==> src/hw/rtl/avcc_pkg.sv <==
// Shared types and constants for the AVCC to Annex B converter.
// Used by every module of the block; depends on nothing.
package avcc_pkg;

    localparam int unsigned REG_LENGTH_SIZE = 0;
    localparam int unsigned ADDR_W          = 3;
    localparam int unsigned LS_W            = 3;

    localparam logic [1:0] ERR_NONE     = 2'd0;
    localparam logic [1:0] ERR_BAD_SIZE = 2'd1;
    localparam logic [1:0] ERR_ZERO_LEN = 2'd2;
    localparam logic [1:0] ERR_TRUNC    = 2'd3;

    localparam logic [LS_W-1:0] LS_RESET = 3'd2;

    localparam logic [4:0] NAL_IDR = 5'd5;
    localparam logic [4:0] NAL_SPS = 5'd7;
    localparam logic [4:0] NAL_PPS = 5'd8;

    // Annex B start code 00 00 00 01
    localparam logic [2:0] SC_LEN      = 3'd4;
    localparam logic [7:0] SC_ZERO     = 8'h00;
    localparam logic [7:0] SC_LAST     = 8'h01;

    localparam int unsigned QDEPTH = 4;
    localparam int unsigned QPTR_W = $clog2(QDEPTH);
    localparam int unsigned QCNT_W = $clog2(QDEPTH + 1);

    // one classified input byte, handed from front to back
    typedef struct packed {
        logic [7:0] data;
        logic       sc;       // start code goes before data
        logic       emit;     // data is a payload byte
        logic       mark;     // params-here on the start code
        logic       last;     // sample ends with this command
        logic       has_idr;
        logic [1:0] err;
    } cmd_t;

    typedef struct packed {
        logic full;
        logic empty;
    } qstat_t;

endpackage

==> src/hw/rtl/avcc_front.sv <==
// Front end: accepts sample bytes, parses length prefixes, classifies NAL units.
// Depends on avcc_pkg.
module avcc_front (
    input  logic                        clk,
    input  logic                        rst_n,
    input  logic [avcc_pkg::LS_W-1:0]   length_size,
    input  logic                        fire,
    input  logic [7:0]                  data_byte,
    input  logic                        sample_end,
    output logic                        push,
    output avcc_pkg::cmd_t              cmd
);
    import avcc_pkg::*;

    typedef enum logic [1:0] {
        PH_LEN,
        PH_FIRST,
        PH_BODY
    } phase_t;

    phase_t      phase_reg, phase_next;
    logic [2:0]  prb_reg, prb_next;
    logic [31:0] left_reg, left_next;
    logic        pss_reg, pss_next;
    logic        mdone_reg, mdone_next;
    logic        idr_reg, idr_next;
    logic [1:0]  err_reg, err_next;

    logic        ls_ok;
    logic [2:0]  prb_inc;
    logic [31:0] left_shift;
    logic [31:0] left_dec;
    logic [4:0]  nal_type;

    always_comb
    begin
        phase_next = phase_reg;
        prb_next   = prb_reg;
        left_next  = left_reg;
        pss_next   = pss_reg;
        mdone_next = mdone_reg;
        idr_next   = idr_reg;
        err_next   = err_reg;

        cmd         = '0;
        cmd.data    = data_byte;

        ls_ok      = (length_size == 3'd1) || (length_size == 3'd2) || (length_size == 3'd4);
        prb_inc    = prb_reg + 3'd1;
        left_shift = {left_reg[23:0], data_byte};
        left_dec   = left_reg - 32'd1;
        nal_type   = data_byte[4:0];

        if (err_reg == ERR_NONE)
        begin
            if (!ls_ok)
            begin
                err_next = ERR_BAD_SIZE;
            end
            else if (phase_reg == PH_LEN)
            begin
                left_next = left_shift;
                prb_next  = prb_inc;
                if (prb_inc >= length_size)
                begin
                    prb_next = 3'd0;
                    if (left_shift == 32'd0)
                        err_next = ERR_ZERO_LEN;
                    else
                        phase_next = PH_FIRST;
                end
            end
            else
            begin
                if (phase_reg == PH_FIRST)
                begin
                    cmd.sc = 1'b1;
                    if (nal_type == NAL_SPS || nal_type == NAL_PPS)
                    begin
                        pss_next = 1'b1;
                    end
                    else if (nal_type == NAL_IDR)
                    begin
                        if (!pss_reg && !mdone_reg)
                        begin
                            cmd.mark   = 1'b1;
                            mdone_next = 1'b1;
                        end
                        idr_next = 1'b1;
                    end
                end
                cmd.emit   = 1'b1;
                left_next  = left_dec;
                phase_next = (left_dec == 32'd0) ? PH_LEN : PH_BODY;
            end
        end

        if (sample_end)
        begin
            cmd.last    = 1'b1;
            cmd.has_idr = idr_next;
            if (err_next == ERR_NONE && (phase_next != PH_LEN || prb_next != 3'd0))
                cmd.err = ERR_TRUNC;
            else
                cmd.err = err_next;
            // sample done: back to the start-of-sample state
            phase_next = PH_LEN;
            prb_next   = 3'd0;
            left_next  = 32'd0;
            pss_next   = 1'b0;
            mdone_next = 1'b0;
            idr_next   = 1'b0;
            err_next   = ERR_NONE;
        end

        push = fire && (cmd.emit || sample_end);
    end

    always_ff @(posedge clk or negedge rst_n)
    begin
        if (!rst_n)
        begin
            phase_reg <= PH_LEN;
            prb_reg   <= 3'd0;
            left_reg  <= 32'd0;
            pss_reg   <= 1'b0;
            mdone_reg <= 1'b0;
            idr_reg   <= 1'b0;
            err_reg   <= ERR_NONE;
        end
        else if (fire)
        begin
            phase_reg <= phase_next;
            prb_reg   <= prb_next;
            left_reg  <= left_next;
            pss_reg   <= pss_next;
            mdone_reg <= mdone_next;
            idr_reg   <= idr_next;
            err_reg   <= err_next;
        end
    end

endmodule

==> src/hw/rtl/avcc_queue.sv <==
// Short command queue between front and back end.
// Depends on avcc_pkg.
module avcc_queue (
    input  logic            clk,
    input  logic            rst_n,
    input  logic            push,
    input  avcc_pkg::cmd_t  push_cmd,
    input  logic            pop,
    output avcc_pkg::cmd_t  head,
    output avcc_pkg::qstat_t stat
);
    import avcc_pkg::*;

    cmd_t              mem_reg [QDEPTH];
    logic [QPTR_W-1:0] wr_ptr_reg, wr_ptr_next;
    logic [QPTR_W-1:0] rd_ptr_reg, rd_ptr_next;
    logic [QCNT_W-1:0] cnt_reg, cnt_next;
    logic              do_push, do_pop;

    always_comb
    begin
        stat.full  = (cnt_reg == QCNT_W'(QDEPTH));
        stat.empty = (cnt_reg == '0);
        do_push    = push && !stat.full;
        do_pop     = pop && !stat.empty;
        head       = mem_reg[rd_ptr_reg];

        wr_ptr_next = do_push ? wr_ptr_reg + QPTR_W'(1) : wr_ptr_reg;
        rd_ptr_next = do_pop ? rd_ptr_reg + QPTR_W'(1) : rd_ptr_reg;
        cnt_next    = cnt_reg;
        if (do_push && !do_pop)
            cnt_next = cnt_reg + QCNT_W'(1);
        else if (!do_push && do_pop)
            cnt_next = cnt_reg - QCNT_W'(1);
    end

    always_ff @(posedge clk)
    begin
        if (do_push)
            mem_reg[wr_ptr_reg] <= push_cmd;
    end

    always_ff @(posedge clk or negedge rst_n)
    begin
        if (!rst_n)
        begin
            wr_ptr_reg <= '0;
            rd_ptr_reg <= '0;
            cnt_reg    <= '0;
        end
        else
        begin
            wr_ptr_reg <= wr_ptr_next;
            rd_ptr_reg <= rd_ptr_next;
            cnt_reg    <= cnt_next;
        end
    end

endmodule

==> src/hw/rtl/avcc_back.sv <==
// Back end: expands each command into start-code, payload or status transactions.
// Depends on avcc_pkg.
module avcc_back (
    input  logic            clk,
    input  logic            rst_n,
    input  avcc_pkg::cmd_t  head,
    input  logic            head_valid,
    output logic            pop,
    output logic            m_tvalid,
    input  logic            m_tready,
    output logic [15:0]     m_tdata,
    output logic [1:0]      m_tuser,
    output logic            m_tlast
);
    import avcc_pkg::*;

    logic [2:0]  idx_reg, idx_next;
    logic        vld_reg, vld_next;
    logic [15:0] data_reg, data_next;
    logic [1:0]  user_reg, user_next;
    logic        last_reg, last_next;

    logic        slot_free;
    logic        item_last;
    logic        in_sc;
    logic [7:0]  byte_sel;

    always_comb
    begin
        slot_free = !vld_reg || m_tready;
        in_sc     = head.sc && (idx_reg < SC_LEN);
        item_last = !in_sc;

        if (in_sc)
            byte_sel = (idx_reg == SC_LEN - 3'd1) ? SC_LAST : SC_ZERO;
        else if (head.emit)
            byte_sel = head.data;
        else
            byte_sel = 8'h00;

        pop       = head_valid && slot_free && item_last;
        idx_next  = idx_reg;
        vld_next  = vld_reg;
        data_next = data_reg;
        user_next = user_reg;
        last_next = last_reg;

        if (slot_free)
        begin
            vld_next = head_valid;
            if (head_valid)
            begin
                idx_next  = item_last ? 3'd0 : idx_reg + 3'd1;
                data_next = {5'd0,
                             item_last ? head.err : ERR_NONE,
                             item_last && head.last && head.has_idr,
                             byte_sel};
                user_next = {in_sc && (idx_reg == 3'd0) && head.mark, head.emit};
                last_next = item_last && head.last;
                if (!(item_last && head.last))
                    data_next[10:9] = ERR_NONE;
            end
        end
    end

    always_ff @(posedge clk or negedge rst_n)
    begin
        if (!rst_n)
        begin
            idx_reg <= 3'd0;
            vld_reg <= 1'b0;
        end
        else
        begin
            idx_reg <= idx_next;
            vld_reg <= vld_next;
        end
    end

    always_ff @(posedge clk)
    begin
        data_reg <= data_next;
        user_reg <= user_next;
        last_reg <= last_next;
    end

    assign m_tvalid = vld_reg;
    assign m_tdata  = data_reg;
    assign m_tuser  = user_reg;
    assign m_tlast  = last_reg;

endmodule

==> src/hw/rtl/avcc_to_annexb_converter_unit.sv <==
// Top level of the AVCC (length-prefixed) to Annex B converter.
// Input commands pass through the command queue, then the output register.
// Throughput: one input byte per cycle; start codes add four output bytes per unit.
// The four-entry command queue and the output register set the stall behavior.
// Reset (rst_n, async, active low): parser state, queue and output cleared;
// length_size returns to 2. Depends on avcc_pkg, avcc_front, avcc_queue, avcc_back.
module avcc_to_annexb_converter_unit (
    input  logic                          clk,
    input  logic                          rst_n,
    // input stream
    input  logic                          s_tvalid,
    output logic                          s_tready,
    input  logic [7:0]                    s_tdata,   // [7:0] data_byte
    input  logic                          s_tlast,   // sample_end
    // output stream
    output logic                          m_tvalid,
    input  logic                          m_tready,
    output logic [15:0]                   m_tdata,   // [7:0] out_byte, [8] has_idr,
                                                     // [10:9] error_code, [15:11] zero
    output logic [1:0]                    m_tuser,   // [0] byte_valid, [1] params_here
    output logic                          m_tlast,   // packet_end
    // register port
    input  logic                          psel,
    input  logic                          penable,
    input  logic                          pwrite,
    input  logic [avcc_pkg::ADDR_W-1:0]   paddr,
    input  logic [31:0]                   pwdata,
    output logic [31:0]                   prdata,
    output logic                          pready
);
    import avcc_pkg::*;

    logic [LS_W-1:0] ls_reg;
    logic            wr_en;
    logic            fire;
    logic            push;
    logic            pop;
    cmd_t            cmd;
    cmd_t            head;
    qstat_t          qstat;

    // Register file: only length_size, at word index 0
    assign pready = 1'b1;
    assign wr_en  = psel && penable && pwrite &&
                    (paddr[ADDR_W-1:2] == REG_LENGTH_SIZE[ADDR_W-3:0]);
    assign prdata = (paddr[ADDR_W-1:2] == REG_LENGTH_SIZE[ADDR_W-3:0]) ?
                    {29'd0, ls_reg} : 32'd0;

    always_ff @(posedge clk or negedge rst_n)
    begin
        if (!rst_n)
            ls_reg <= LS_RESET;
        else if (wr_en)
            ls_reg <= pwdata[LS_W-1:0];
    end

    // Input accepted whenever the queue has room
    assign s_tready = !qstat.full;
    assign fire     = s_tvalid && s_tready;

    avcc_front u_front (
        .clk         (clk),
        .rst_n       (rst_n),
        .length_size (ls_reg),
        .fire        (fire),
        .data_byte   (s_tdata),
        .sample_end  (s_tlast),
        .push        (push),
        .cmd         (cmd)
    );

    avcc_queue u_queue (
        .clk      (clk),
        .rst_n    (rst_n),
        .push     (push),
        .push_cmd (cmd),
        .pop      (pop),
        .head     (head),
        .stat     (qstat)
    );

    avcc_back u_back (
        .clk        (clk),
        .rst_n      (rst_n),
        .head       (head),
        .head_valid (!qstat.empty),
        .pop        (pop),
        .m_tvalid   (m_tvalid),
        .m_tready   (m_tready),
        .m_tdata    (m_tdata),
        .m_tuser    (m_tuser),
        .m_tlast    (m_tlast)
    );

    // params-here only rides on a leading zero start-code byte
    a_mark_on_sc: assert property (@(posedge clk) disable iff (!rst_n)
        m_tvalid && m_tuser[1] |-> m_tdata[7:0] == 8'h00 && m_tuser[0])
        else $error("params_here on a non start-code transaction");

    // status fields stay clear except on the packet end
    a_status_on_end: assert property (@(posedge clk) disable iff (!rst_n)
        m_tvalid && !m_tlast |-> m_tdata[10:8] == 3'd0)
        else $error("status fields set before packet end");

    // status-only transactions occur only at packet end
    a_empty_is_end: assert property (@(posedge clk) disable iff (!rst_n)
        m_tvalid && !m_tuser[0] |-> m_tlast && m_tdata[7:0] == 8'h00)
        else $error("status-only transaction not at packet end");

    // queue never written while full
    a_no_overflow: assert property (@(posedge clk) disable iff (!rst_n)
        push |-> !qstat.full)
        else $error("command queue overflow");

endmodule
==> config.mk <==
export PLATFORM = sky130hd
export DESIGN_NAME = avcc_to_annexb_converter_unit
export DESIGN_NICKNAME = d
export VERILOG_FILES = /design/src/hw/rtl/avcc_pkg.sv /design/src/hw/rtl/avcc_front.sv /design/src/hw/rtl/avcc_queue.sv /design/src/hw/rtl/avcc_back.sv /design/src/hw/rtl/avcc_to_annexb_converter_unit.sv
export SDC_FILE = /design/constraint.sdc
export NUM_CORES = 1
export LEC_CHECK = 0
export ABC_CLOCK_PERIOD_IN_PS = 6930
export BUFFER_PORTS_ARGS = -buffer_cell sky130_fd_sc_hd__buf_2
export CORE_MARGIN = 5
export CORE_UTILIZATION = 45
export DETAILED_ROUTE_END_ITERATION = 7
export GPL_ROUTABILITY_DRIVEN = 0
export GPL_TIMING_DRIVEN = 0
export HOLD_SLACK_MARGIN = 0.12
export PLACE_DENSITY_LB_ADDON = 0.05
export SYNTH_ARGS = -nofsm -noshare
export SYNTH_HDL_FRONTEND = slang
export SYNTH_SLANG_ARGS = --single-unit
==> constraint.sdc <==
create_clock -name clk -period 6.93 [get_ports clk]
set_input_delay 1.0395 -clock clk [delete_from_list [all_inputs] [get_ports clk]]
set_output_delay 1.0395 -clock clk [all_outputs]
set_load 0.02 [all_outputs]
==> reports/metrics.cfg <==
[status]
status=completed

[routing]
vias=5335
routedWlPerCell_um=17.9
viasPerCell=5.52
drc=0
drt-total-wl_um=17300
drtPass1Iterations=5
drt_first_iter_violations=534
postRouteAntennaNets=0

[cells_and_area]
layout-drive-gt1-share=0.212
post-route-util=0.541
layout_common_cells=74 x sky130_fd_sc_hd__o21ai_0, 74 x sky130_fd_sc_hd__edfxtp_1, 55 x sky130_fd_sc_hd__dfrtp_1, 46 x sky130_fd_sc_hd__nand2_1, 42 x sky130_fd_sc_hd__buf_2
fin_nets=808
largest_register_ffs=60
antenna_cells_inserted=0
final.fill_count=1311
syn2layout_area_growth_pct=17.2

[global_route]
largest_net_degree_at_the_start_of_global_routing=23
antenna_violations_before_repair=0
grt_remaining_overflow=0
grt_first_pass_wirelength_um=28100
grt_pass1_vias=5264
grt_use_total=0.197

[synthesis]
synth_seq_cells=130
postSynth.asyncResetShare=0.431
area_leader_netlist=sky130_fd_sc_hd__edfxtp_1
postSynthAreaPerCell_sq_um=10.8
sequential_cell_area_fraction_in_the_yosys_report=0.514
synth_edf_count=74
synth_ff_type=sky130_fd_sc_hd__edfxtp_1
post-synth-top-area-fraction=0.315
yosysUniqueCellTypes=68
netlist_top_cells_area=sky130_fd_sc_hd__edfxtp_1 32%, sky130_fd_sc_hd__dfrtp_1 20%, sky130_fd_sc_hd__o21ai_0 5.3%
warnings_synthesis=0
syn-cell-area_sq_um=7050
synthesis.instances=650

[sta]
fin_crit_ns=3.56
post-route-period-util=0.514
max_slew.worst_pin.slew_ns=1.02
report.final.slew_viol_count=0
hold_violations=0
setup_tns_ns=0
setup_viol=0
grt_setup_unrepaired=false
hold_ws_ns=0.496
achievable-frequency_ghz=0.281
worst_slew_margin_rel=0.323
final.setup_skew_ns=0.0106

[floorplanning]
fp.dieArea_sq_um=18300
fp.dieH_um=135
start_util=0.462
placeableCoreArea_sq_um=15300
row_count=45
die_width_um=135
top_level_ports=105

[clock_tree]
clk_pin_slew_ns=0.06
cts_hold_buf=0
numCtsBuffers=17
tritoncts=yes
post_cts.repair.setup_buffers=0
cts.sinks=130
worstSkewPairLatency_ns=0.42
clock_root_buffer=sky130_fd_sc_hd__clkbuf_16
cts.path.max_buffers=2
cts-htree-levels=4
cts-resized-gates=0

[pwr]
power.static_leakage_nw=3.38
max_ir_drop_vdd_mv=0.333
powerDensity_nw_per_um2=524
design_power_total_mw=4.33

[place]
io_buffer_count=38
dp_hpwl_um=12300

[critical_path]
critical_path.max_fanout=10
critical_path_buf_inv_count=2
cpLargestDelayFamily=simple AND/OR/NAND/NOR gates
cp_slowest_stage_delay_ns=0.49
cp_data_required_time_ns=7.05
critical_path.slowest_cell=sky130_fd_sc_hd__nor3b_1
critical_path_class=reg2reg
arrival_time_reported_for_the_critical_path_endpoint_ns=3.69
critical_path.startpoint_type=flip-flop
cp-end-kind=flip-flop
critical_path_cell_by_cell=inv_1 > ha_1 > nor3b_1 > buf_4 > nand3_1 > nor4_1 > xor2_1 > nor3_1 > nand4_1 > a21oi_2 > a31oi_1

[run]
timing.max_cap.violations=0

[hold_path]
worstHoldPathType=reg2reg

==> path summary, 6_finish.rpt <==
path                                                 startpoint                                to  slack (ns)  cells past startpoint
worst max-delay path            u_front.left_reg[0]$_DFFE_PN0P_   u_queue.mem_reg[2][1]$_DFFE_PP_        3.37                     11
worst min-delay path              u_front.mdone_reg$_DFFE_PN0P_     u_front.mdone_reg$_DFFE_PN0P_        0.50                      1
worst max register to register  u_front.left_reg[0]$_DFFE_PN0P_   u_queue.mem_reg[2][1]$_DFFE_PP_        3.37                     11
worst min register to register    u_front.mdone_reg$_DFFE_PN0P_     u_front.mdone_reg$_DFFE_PN0P_        0.50                      1
max in group asynchronous                                 rst_n  u_front.left_reg[31]$_DFFE_PN0P_        5.68                      3
min in group asynchronous                                 rst_n             ls_reg[0]$_DFFE_PN0P_        0.57                      1
==> synth_stat cells (all sizes together), types with 3 or more instances <==
master	count
inv	20
a22o	3
nand3	13
clkbuf	26
and2	7
nand4	7
nor3	25
nor4b	3
o21ai	76
edfxtp	74
nor2	41
a31oi	6
o31ai	4
mux2	4
or3	5
o21a	4
dfrtp	55
xnor2	8
nand2	46
nor3b	5
xor2	6
a21oi	42
ha	14
o22ai	3
or2	5
and3	14
mux2i	4
nand2b	7
or4	4
nor4	25
buf	50
mux4	15
==> power breakdown <==
part	internal, mW	switching (mW)
logic	0.838	1.41
registers	1.04	0.145
clock network	0.560	0.338
==> area by class of cell <==
type	instances	area, sq um	area share
plain buffers	76	478	0.0579
clock buffers	17	425	0.0515
clock inverters	15	163	0.0197
inverters	20	75.1	0.00909
multi-input cells	457	2990	0.362
flip-flops and latches	130	3620	0.439
well taps	211	264	0.0320
repair buffers	40	238	0.0288
==> cells by family after synthesis <==
group / after synthesis / share of synthesized area
fa+ha+maj: 15 / 0.0277
simple gates: 216 / 0.173
flops: 130 / 0.514
buf+inv: 96 / 0.0785
xor+xnor: 14 / 0.0185
mux: 23 / 0.0600
compound gates: 154 / 0.127
other cells: 2 / 0.00107
==> through the flow <==
stage	setup WS [ns]	instance area, sq um	std cells
2_1_floorplan	3.79	7170	683
3_3_place_gp	2.92	7620	932
3_5_place_dp	2.94	7670	934
4_1_cts	3.37	8260	966
5_1_grt	3.12	8260	966
6_report	3.37	8260	966
==> layer usage <==
layer / wire length (um) / GRT usage / part of all wire
met5: 0 / 0 / 0
met4: 340 / 0.0773 / 0.020
met3: 907 / 0.0305 / 0.052
met2: 8430 / 0.320 / 0.49
met1: 7660 / 0.267 / 0.44
No activity file was read; power rests on OpenSTA's default activity.
